--- config.mk ---
export PLATFORM = sky130hd
export DESIGN_NAME = dblg_ctrl
export DESIGN_NICKNAME = d
export VERILOG_FILES = /design/src/rtl/core/dblg_pkg.sv /design/src/rtl/core/dblg_ctrl.sv
export SDC_FILE = /design/constraint.sdc
export NUM_CORES = 1
export LEC_CHECK = 0
export CAP_MARGIN = 5
export CORE_UTILIZATION = 45
export DETAILED_ROUTE_END_ITERATION = 10
export DONT_BUFFER_PORTS = 1
export PLACE_DENSITY = 0.71
export SETUP_SLACK_MARGIN = 0.02
export SLEW_MARGIN = 20
export SYNTH_ARGS = -nofsm -noshare
export SYNTH_HDL_FRONTEND = slang
export SYNTH_SLANG_ARGS = --single-unit
--- constraint.sdc ---
create_clock -name clock -period 1.4 [get_ports clock]
set_input_delay 0.14 -clock clock [delete_from_list [all_inputs] [get_ports clock]]
set_output_delay 0.14 -clock clock [all_outputs]
set_load 0.005 [all_outputs]
--- src/rtl/core/dblg_pkg.sv ---
// Shared types and constants for the double-buffered level grid.
// Used by dblg_ctrl, dblg_datapath and double_buffered_level_grid; no dependencies.
package dblg_pkg;

   // Default grid size limits, handed to the top-level parameters.
   localparam int DEF_MAX_COLS = 64;
   localparam int DEF_MAX_ROWS = 64;

   // Field widths fixed by the item format.
   localparam int OP_W    = 4;
   localparam int COORD_W = 16;
   localparam int BYTE_W  = 8;
   localparam int GRID_W  = 7;
   localparam int TOTAL_W = 20;
   localparam int COUNT_W = 13;

   // Stream word widths.
   localparam int REQ_DATA_W = 48;
   localparam int RSP_DATA_W = 56;

   // Configuration port.
   localparam int CSR_ADDR_W = 3;
   localparam int CSR_DATA_W = 32;
   localparam logic CSR_GRID_WIDTH  = 1'b0;
   localparam logic CSR_GRID_HEIGHT = 1'b1;
   localparam logic [GRID_W-1:0] GRID_RESET = 7'd64;

   // Cell arithmetic constants.
   localparam logic [BYTE_W-1:0] LEVEL_MAX   = 8'd255;
   localparam logic [BYTE_W-1:0] TOXIC_LEVEL = 8'd128;

   // Operation codes.
   localparam logic [OP_W-1:0] OP_SET       = 4'd0;
   localparam logic [OP_W-1:0] OP_ADD       = 4'd1;
   localparam logic [OP_W-1:0] OP_DECAY     = 4'd2;
   localparam logic [OP_W-1:0] OP_READ_CUR  = 4'd3;
   localparam logic [OP_W-1:0] OP_READ_PREV = 4'd4;
   localparam logic [OP_W-1:0] OP_SWAP      = 4'd5;
   localparam logic [OP_W-1:0] OP_STATS     = 4'd6;
   localparam logic [OP_W-1:0] OP_THRESH    = 4'd7;
   localparam logic [OP_W-1:0] OP_CLEAR     = 4'd8;

   // Commands from the controller to the datapath.
   typedef struct packed {
      logic latch;        // capture the accepted request word
      logic calc;         // register range check, cell address and cell count
      logic rd_cell;      // read both banks at the cell address
      logic wr_cell;      // write back the modified cell (gated by range and opcode)
      logic swap;         // toggle the current bank
      logic acc_clear;    // clear the scan accumulators
      logic cnt_clear;    // clear the sweep counter
      logic cnt_inc;      // advance the sweep counter
      logic rd_scan;      // read the current bank at the sweep counter
      logic clear_wr;     // write zero to both banks at the sweep counter
      logic stat_zero;    // zero the held statistics
      logic stat_commit;  // copy scan results into the held statistics (stats only)
      logic out_load;     // load the result register
   } dblg_cmd_type;

   // Status from the datapath to the controller.
   typedef struct packed {
      logic [OP_W-1:0] op;   // opcode of the item in progress
      logic scan_end;        // sweep counter has reached the cell count in use
      logic sweep_last;      // sweep counter is at the last word of a bank
      logic out_free;        // result register can take a word this cycle
   } dblg_sts_type;

endpackage

--- src/rtl/core/dblg_ctrl.sv ---
// Controller state machine for the double-buffered level grid.
// Depends on dblg_pkg for the command and status structs and the opcodes.
module dblg_ctrl
   import dblg_pkg::*;
(
   input  logic         clock,
   input  logic         reset,
   input  logic         req_tvalid,
   output logic         req_tready,
   input  dblg_sts_type sts,
   output dblg_cmd_type cmd
);

   typedef enum logic [7:0] {
      S_INIT_CLR = 8'b0000_0001,
      S_IDLE     = 8'b0000_0010,
      S_CALC     = 8'b0000_0100,
      S_READ     = 8'b0000_1000,
      S_MODIFY   = 8'b0001_0000,
      S_SCAN     = 8'b0010_0000,
      S_CLEAR    = 8'b0100_0000,
      S_DONE     = 8'b1000_0000
   } state_type;

   state_type state_ff, state_in;

   always_ff @(posedge clock) begin
      if (reset) begin
         state_ff <= S_INIT_CLR;
      end else begin
         state_ff <= state_in;
      end
   end

   always_comb begin
      cmd        = '0;
      req_tready = 1'b0;
      state_in   = state_ff;
      unique case (state_ff)
         S_INIT_CLR: begin
            cmd.clear_wr = 1'b1;
            if (sts.sweep_last) begin
               cmd.cnt_clear = 1'b1;
               state_in      = S_IDLE;
            end else begin
               cmd.cnt_inc = 1'b1;
            end
         end
         S_IDLE: begin
            req_tready = 1'b1;
            if (req_tvalid) begin
               cmd.latch = 1'b1;
               state_in  = S_CALC;
            end
         end
         S_CALC: begin
            cmd.calc      = 1'b1;
            cmd.cnt_clear = 1'b1;
            cmd.acc_clear = 1'b1;
            unique case (sts.op) inside
               OP_SET, OP_ADD, OP_DECAY, OP_READ_CUR, OP_READ_PREV: begin
                  state_in = S_READ;
               end
               OP_SWAP: begin
                  cmd.swap = 1'b1;
                  state_in = S_DONE;
               end
               OP_STATS, OP_THRESH: begin
                  state_in = S_SCAN;
               end
               OP_CLEAR: begin
                  state_in = S_CLEAR;
               end
               default: begin
                  state_in = S_DONE;
               end
            endcase
         end
         S_READ: begin
            cmd.rd_cell = 1'b1;
            state_in    = S_MODIFY;
         end
         S_MODIFY: begin
            cmd.wr_cell = 1'b1;
            state_in    = S_DONE;
         end
         S_SCAN: begin
            if (sts.scan_end) begin
               state_in = S_DONE;
            end else begin
               cmd.rd_scan = 1'b1;
               cmd.cnt_inc = 1'b1;
            end
         end
         S_CLEAR: begin
            cmd.clear_wr  = 1'b1;
            cmd.stat_zero = 1'b1;
            if (sts.sweep_last) begin
               state_in = S_DONE;
            end else begin
               cmd.cnt_inc = 1'b1;
            end
         end
         S_DONE: begin
            cmd.stat_commit = 1'b1;
            if (sts.out_free) begin
               cmd.out_load = 1'b1;
               state_in     = S_IDLE;
            end
         end
         default: begin
            state_in = S_IDLE;
         end
      endcase
   end

   // A result is only loaded when the output register can take it.
   assert property (@(posedge clock) disable iff (reset) cmd.out_load |-> sts.out_free)
      else $error("result loaded into a full output register");

   // Only one item is in flight: after an accept the request side closes.
   assert property (@(posedge clock) disable iff (reset)
      (req_tvalid && req_tready) |=> !req_tready)
      else $error("second item accepted while one is in progress");

   // The scan never reads past the cell count in use.
   assert property (@(posedge clock) disable iff (reset) cmd.rd_scan |-> !sts.scan_end)
      else $error("scan read issued past the end of the grid");

endmodule

==> results of run 1 <==
==> worst max-delay path, stage by stage (launching register included) <==
cell and delay, ps:
dfxtp_4 360, nor4_4 350, buf_4 190, nand4b_4 120, buf_6 150, nor3_4 170
==> cell usage after synthesis (3+ instances only) <==
library cell	count
o21ai_0	4
inv_1	5
nand2_1	5
dfxtp_1	8
nor3b_1	3
nor2_1	8
==> layer usage <==
layer / vias up / GRT usage (%) / part of all wire (%)
li1: 363 / - / -
met1: 400 / 36.8 / 39
met2: 36 / 65.5 / 54
met3: 4 / 10.0 / 5.4
met4: 0 / 5.83 / 1.6
met5: - / 0 / 0
==> what timing repair did <==
action                     CTS  global route
gates resized for setup     29            10
buffers inserted            11             3
hold buffers                 2             0
setup endpoints to repair   22            22
hold endpoints to repair     3             0
pin swaps                   11             6
==> area by class of cell <==
class | instances | area, µm² | share of cell area, %
flip-flops and latches | 8 | 183 | 15.7
well taps | 15 | 18.8 | 1.61
inverters | 5 | 18.8 | 1.61
repair buffers | 37 | 313 | 26.9
multi-input cells | 60 | 609 | 52.3
clock buffers | 3 | 22.5 | 1.93
==> logic make-up after synthesis <==
family | count (synthesis) | synth area share [%]
simple gates | 41 | 46.3
flops | 8 | 24.0
buf+inv | 7 | 4.68
compound gates | 16 | 21.2
xor+xnor | 3 | 3.93
==> worst paths after layout <==
kind	end	depth (start not counted)
worst max-delay path	cmd[8]	5
worst min-delay path	state_ff[0]	1
worst max register to register	state_ff[5]	8
worst min register to register	state_ff[6]	2
==> metrics by stage <==
step                cell area [µm²]  setup slack [ps]  utilization [%]  hold WS, ps  std cells
floorplan                       703             -65.4                -          209         75
global placement                882              -114             66.1          211        111
detailed placement              882              -176             66.1          212        111
CTS                            1110              -285             83.4         12.1        126
global route                   1160              -421             87.3         24.5        128
finish                         1160              -342             87.3         34.2        128
==> cells in the final DEF, fill, tap and decap left out, types with 2 or more instances in the layout <==
cell            n
buf_4          27
o21ai_0         4
or2_4           2
nor4_4          4
inv_1           3
nand2_1         5
inv_2           2
buf_6           8
nor2_1          5
nand2b_1        2
nor2_4          2
dfxtp_4         5
a21o_1          2
nand3_2         2
xor2_1          2
nor3b_2         2
clkbuf_4        3
nor3_4          2
dlygate4sd3_1   2
dfxtp_2         3
==> where the power goes <==
| part | internal, W | switching [W] |
|---|---|---|
| clock | 0.0000982 | 0.0000805 |
| combinational | 0.000112 | 0.0000904 |
| sequential | 0.000227 | 0.0000146 |
| total | 0.000436 | 0.000185 |
==> results by group, run 1 <==
Pwr
  • Lkg Pwr: 0.525 nW
  • Cell Pwr Density: 534 nW/µm²
  • PnR Total Power: 0.000622 W
  • VDD IR-drop max: 0.812 mV

Timing
  • Setup tns final: -4740 ps
  • Final period utilization: 124%
  • Slew Limit Fails: 0
  • Fmax: 574 MHz
  • Slew HR: 74.8%
  • RSZ-0062 raised after global routing: true
  • Clk_skew: 2.73 ps
  • Tightest Pin Transition: 378 ps
  • Setup WS post-layout: -342 ps
  • # setup viols final: 21
  • Final hold violations: 0
  • Tmin final: 1740 ps

Yosys
  • YS warnings: 0
  • Sequential fraction of the synthesis area: 24.0%
  • Cell variety after synth: 40
  • Largest cells by area after synthesis: dfxtp_1, nor4_4, nor2_1, a2111oi_4, nor4b_4
  • Syn_area_per_cell: 8.91 µm²
  • Cell taking the most area after synthesis: dfxtp_1
  • Post-Syn Area: 668 µm²
  • Post-synth EDFFs: 0
  • Cells after Synth: 75
  • Syn Nets: 85
  • Top_reg_cell synth: dfxtp_1
  • Synth top area share: 24.0%
  • Ys async rst share: 0%
  • Seq cells post-synth: 8

Finish
  • Top reg by flops: state_ff
  • Synthesis-to-finish area growth: 74.3%
  • Top Registers: state_ff (8)
  • Filler cell count: 64
  • Nets: 125
  • Max reg flops: 8
  • Share of cells above drive strength 1: 69.0%
  • Antenna cell count: 0

Drt
  • Vias: 803
  • Routed len/inst: 20.8 µm
  • Drt first pass iters: 4
  • DRC viols: 0
  • 1st-iter DRT viols: 23
  • Vias/cell: 6.27
  • Total Routed Length: 2.67 mm
  • Post-DRT Antenna Nets: 0

Floorplanning
  • Core Area: 1330 µm²
  • Die H: 40.5 µm
  • Die Wd: 40.5 µm
  • Initial Util: 50.1%
  • I/O pins: 24
  • Die area: 1640 µm²
  • Row count: 13

Setup path
  • Register-to-Register Setup Slack: -280 ps
  • R2R Path Start: state_ff[3]
  • Crit. Startpoint: state_ff[3]
  • Crit path arrival time: 1600 ps
  • Crit path capture type: primary output
  • Kind of critical path: reg2out
  • Crit path max fanout: 4
  • Worst EP required: 1260 ps
  • Worst setup SP type: flip-flop

Global routing
  • Grt ovf: 0
  • Largest net degree at the start of global routing: 8
  • Vias in the first global route: 774
  • Global-route wire length before repair: 3.57 mm
  • Initial antenna violation count: 0
  • GRT Total Usage: 34.3%

Hold path
  • Hold_sp: reset
  • Min-Delay Path Class: in2reg

Placement
  • Port-buffer cells: 0
  • Placer congestion estimate: 0.785
  • Final HPWL DP: 1.47 mm

Clock tree
  • CTS tree: yes
  • Clk buf depth: 2
  • Max H-tree Level: 1
  • Root buf cell: clkbuf_4
  • Clk sink count: 8
  • Num CTS Buffers: 3
  • Reg clk slew, reported paths: 60 ps
  • Clock Latency Late Sink: 250 ps

Job
  • Maxcap violations: 0

Run status
  • Failing checks: negative setup slack
  • Status: finished, violations left
No activity file was read; power rests on OpenSTA's default activity.
==> run 2, diff against run 1 <==
CORE_AREA = 2 2 39 41   (was not set)
CORE_UTILIZATION = not set   (was 45)
DIE_AREA = 0 0 41 43   (was not set)
PLACE_DENSITY = 0.77   (was 0.71)
==> run 2 against run 1 <==
Effect of this change: the run still ends with negative setup slack left; flip-flop and latch count stayed put; clock power hardly changed; worst hold slack got worse by 0.67 ps; final area increased by 4.9%; core utilization is 1.0 points higher; clock-buffer cell count unchanged; final cell count up 2.3%; fmax shrank 0.68%; sequential share of layout area shrank 0.84 points; critical endpoint is now cmd[5].
==> results by group, run 2 (synthesized netlist as in run 1, its figures left out) <==
Floorplanning
  • Die area: 1760 µm²
  • Initial Util: 48.3%
  • Die Wd: 41 µm
  • Die H: 43 µm
  • I/O pins: 24
  • Core Area: 1380 µm²
  • Row count: 14

Job
  • Maxcap violations: 0

Clock tree
  • Clk buf depth: 2
  • Clk sink count: 8
  • Root buf cell: clkbuf_4
  • Reg clk slew, reported paths: 60 ps
  • Num CTS Buffers: 3
  • CTS tree: yes
  • Clock Latency Late Sink: 260 ps
  • Max H-tree Level: 1

Finish
  • Post-route cell area: 1220 µm²
  • Max reg flops: 8
  • Top reg by flops: state_ff
  • Share of cells above drive strength 1: 70.4%
  • Antenna cell count: 0
  • Most common cell after layout, fill and taps aside: buf_4
  • Top Registers: state_ff (8)
  • Most frequent cells in the layout: buf_4, buf_6, dfxtp_4
  • Synthesis-to-finish area growth: 83.0%
  • Filler cell count: 62
  • Post-Layout Cell Count: 131
  • Nets: 127
  • Final core utilization: 88.3%

Global routing
  • Vias in the first global route: 829
  • Initial antenna violation count: 0
  • Grt ovf: 0
  • Global-route wire length before repair: 3.62 mm
  • GRT Total Usage: 30.6%
  • Largest net degree at the start of global routing: 8

Timing
  • Clk_skew: 9.29 ps
  • Tightest Pin Transition: 426 ps
  • Final hold violations: 0
  • Setup WS post-layout: -354 ps
  • Final period utilization: 125%
  • # setup viols final: 21
  • Slew HR: 71.3%
  • Setup tns final: -4490 ps
  • Fmax: 570 MHz
  • RSZ-0062 raised after global routing: true
  • Slew Limit Fails: 0
  • Tmin final: 1750 ps

Placement
  • Total placed cells including tap cells: 110
  • Port-buffer cells: 0
  • Post-DP Area: 868 µm²
  • Dpl ws: -199 ps
  • Placer congestion estimate: 0.780
  • Final HPWL DP: 1.47 mm

Pwr
  • VDD IR-drop max: 0.640 mV
  • Cell Pwr Density: 527 nW/µm²
  • Lkg Pwr: 0.568 nW

Setup path
  • Worst EP required: 1260 ps
  • Crit path max fanout: 4
  • Register-to-Register Setup Slack: -290 ps
  • Kind of critical path: reg2out
  • Worst setup SP type: flip-flop
  • Crit path arrival time: 1610 ps
  • Crit path capture type: primary output

Drt
  • Drt first pass iters: 3
  • Routed len/inst: 19.2 µm
  • Post-DRT Antenna Nets: 0
  • Vias: 786
  • Total Routed Length: 2.52 mm
  • 1st-iter DRT viols: 8
  • Vias/cell: 6.00
  • DRC viols: 0

Run status
  • Status: finished, violations left
  • Failing checks: negative setup slack

Hold path
  • Min-Delay Path Class: in2reg
[run 2: cell count changes in the layout (fill, tap and decap cells not counted), sizes merged]
| cell | previous run | this run |
|---|---|---|
| buf | 35 | 37 |
[run 2: repair_timing]
item / in CTS / in global routing
buffers inserted: 12 / 7
endpoints found under the hold margin: 3 / 0
pin swaps: 17 / 9
hold buffers: 2 / 0
setup endpoints to repair: 21 / 22
gates resized for setup: 34 / 18
[run 2: worst max-delay path: stages (launching register included)]
cell and delay, ps:
dfxtp_4 370, nor4_4 360, nand4_1 240, inv_2 150
or2_4 140, buf_6 90
[run 2: path summary, 6_finish.rpt]
check	start	to	cells past startpoint
max	state_ff[7]	cmd[5]	5
min	sts[4]	state_ff[5]	2
max reg2reg	state_ff[7]	state_ff[7]	7
min reg2reg	state_ff[6]	state_ff[6]	3
[run 2: area by class of cell]
type	count	area, µm²	area share (%)
multi-input cells	60	623	51.0
repair buffers	39	354	29.0
flip-flops and latches	8	181	14.8
clock buffers	3	22.5	1.84
inverters	5	21.3	1.74
well taps	16	20.0	1.64
[run 2: stage by stage]
step                      total power, W  hold WS, ps
after global routing            0.000676         24.7
after global placement          0.000386          211
after CTS                       0.000623         33.1
final                           0.000644         33.6
after detailed placement        0.000391          217
after floorplan                 0.000345          209
[run 2: power breakdown]
group / total (W) / switching [W] / internal (W) / leakage [nW]
combinational: 0.000225 / 0.0000940 / 0.000131 / 0.485
clock: 0.000178 / 0.0000798 / 0.0000982 / 0.0138
sequential: 0.000241 / 0.0000132 / 0.000228 / 0.0693
total: 0.000644 / 0.000187 / 0.000457 / 0.568
[run 2: routing by layer]
layer	routed length [µm]	global-route usage, %
met4	82	12.0
met3	88	5.24
met1	1030	32.0
met5	0	0
met2	1310	55.3
==> run 3, diff against run 2 <==
PLACE_DENSITY = not set   (was 0.77)
PLACE_DENSITY_LB_ADDON = 0.12   (was not set)
==> run 3 against run 2 <==
Effect of this change: the run still ends with negative setup slack left; first-iteration DRC count is 75% higher; fmax is 2.9% higher; combinational power is 9.8% lower; flip-flop and latch count stayed put; final cell count is 1.5% lower; core utilization is 2.8 points lower; final area is 3.2% lower; register-to-register slack better by 50 ps; sequential power hardly changed; highest routed layer unchanged.
==> results by group, run 3 (synthesized netlist as in run 1, its figures left out) <==
Run status
  • Status: finished, violations left
  • Failing checks: negative setup slack

Placement
  • Post-DP Area: 883 µm²
  • Dpl ws: -135 ps
  • Placer congestion estimate: 0.805
  • Port-buffer cells: 0
  • Final HPWL DP: 1.40 mm

Timing
  • Tightest Pin Transition: 406 ps
  • Clk_skew: 4.03 ps
  • Setup tns final: -3650 ps
  • Slew HR: 72.5%
  • Tmin final: 1700 ps
  • Final hold violations: 0
  • Slew Limit Fails: 0
  • Setup WS post-layout: -304 ps
  • RSZ-0062 raised after global routing: true
  • # setup viols final: 22
  • Fmax: 587 MHz
  • Final period utilization: 122%

Finish
  • Antenna cell count: 0
  • Top reg by flops: state_ff
  • Synthesis-to-finish area growth: 77.2%
  • Post-route cell area: 1180 µm²
  • Most common cell after layout, fill and taps aside: buf_4
  • Share of cells above drive strength 1: 69.9%
  • Sequential Area: 185 µm²
  • Most frequent cells in the layout: buf_4, buf_6, dfxtp_4, nor2_1
  • Nets: 125
  • Max reg flops: 8
  • Filler cell count: 84
  • Area occupied by multi-input gates: 611 µm²
  • Top Registers: state_ff (8)

Pwr
  • Cell Pwr Density: 521 nW/µm²
  • Comb pwr share: 32.9%
  • Clk pwr share: 28.4%
  • Share of power burned in registers: 38.7%
  • Internal: 0.000440 W
  • VDD IR-drop max: 0.436 mV
  • Lkg Pwr: 0.554 nW
  • Net Sw Frac: 28.6%
  • Psw: 0.000176 W

Clock tree
  • CTS tree: yes
  • Clock Latency Late Sink: 250 ps
  • Max H-tree Level: 1
  • Clk buf depth: 2
  • Reg clk slew, reported paths: 60 ps
  • Clk sink count: 8
  • Root buf cell: clkbuf_4
  • Num CTS Buffers: 3

Setup path
  • Kind of critical path: reg2out
  • Crit path max fanout: 4
  • Worst EP required: 1260 ps
  • Crit path capture type: primary output
  • Crit path arrival time: 1560 ps
  • Worst setup SP type: flip-flop

Global routing
  • Vias in the first global route: 702
  • Global-route wire length before repair: 3.01 mm
  • GRT Total Usage: 25.8%
  • Grt ovf: 0
  • Initial antenna violation count: 0
  • Largest net degree at the start of global routing: 8

Floorplanning
  • Die area: 1760 µm²
  • Die Wd: 41 µm
  • Row count: 14
  • Initial Util: 48.3%
  • Die H: 43 µm
  • Core Area: 1380 µm²
  • I/O pins: 24

Job
  • Maxcap violations: 0

Drt
  • Total Routed Length: 2.10 mm
  • Vias/cell: 5.63
  • DRC viols: 0
  • 1st-iter DRT viols: 14
  • Post-DRT Antenna Nets: 0
  • Vias: 726
  • Routed len/inst: 16.3 µm
  • Drt first pass iters: 4

Hold path
  • Min-Delay Path Class: in2reg
==> run 3: final cells by class <==
| cell class | instances | share of cell area (%) |
|---|---|---|
| clock buffer | 3 | 1.90 |
| inverter | 5 | 1.80 |
| multi-input combinational | 60 | 51.6 |
| sequential | 8 | 15.6 |
| tap | 16 | 1.69 |
| timing repair buffer | 37 | 27.4 |
==> run 3: power groups by stage <==
| stage | clock, W | combinational, W | sequential (W) |
|---|---|---|---|
| final | 0.000175 | 0.000203 | 0.000238 |
| after CTS | 0.000178 | 0.000180 | 0.000239 |
| after floorplan | 0 | 0.0000941 | 0.000251 |
| after global routing | 0.000187 | 0.000218 | 0.000239 |
| after detailed placement | 0 | 0.000149 | 0.000250 |
| after global placement | 0 | 0.000148 | 0.000250 |
==> run 3: layer usage <==
layer | up-vias | wire length, µm | global-route usage, %
li1 | 360 | - | -
met1 | 330 | 824 | 32.9
met2 | 30 | 1100 | 41.3
met3 | 6 | 117 | 4.19
met4 | 0 | 60 | 10.0
met5 | - | 0 | 0
==> run 3: final timing paths <==
kind               startpoint          end  slack, ps  cells past startpoint
hold / removal         sts[4]  state_ff[5]          7                      2
setup reg to reg  state_ff[2]  state_ff[7]       -240                      6
setup / recovery  state_ff[2]       cmd[6]       -300                      6
hold reg to reg   state_ff[3]  state_ff[4]        520                      2
==> run 3: worst max-delay path, stage by stage (launching register included) <==
cell and delay, ps:
dfxtp_2 350, buf_4 140, nor2_1 310, nand2_2 130, nor3b_2 230, nand2_1 80
nand2_1 90
==> run 3: metrics by stage <==
stage	hold slack [ps]	instances	utilization, %	power [W]
final	6.93	129	85.5	0.000617
after global routing	10.5	129	85.5	0.000644
after CTS	0.181	122	77.2	0.000597
after detailed placement	211	112	63.8	0.000399
after global placement	212	112	63.8	0.000398
after floorplan	209	75	-	0.000345
==> run 3: timing repair <==
action / CTS / global route
buffers inserted: 6 / 6
pin swaps: 14 / 13
gates cloned: 0 / 0
hold buffers: 1 / 1
endpoints found under the setup margin: 22 / 22
gates resized for setup: 32 / 14
endpoints found under the hold margin: 2 / 1
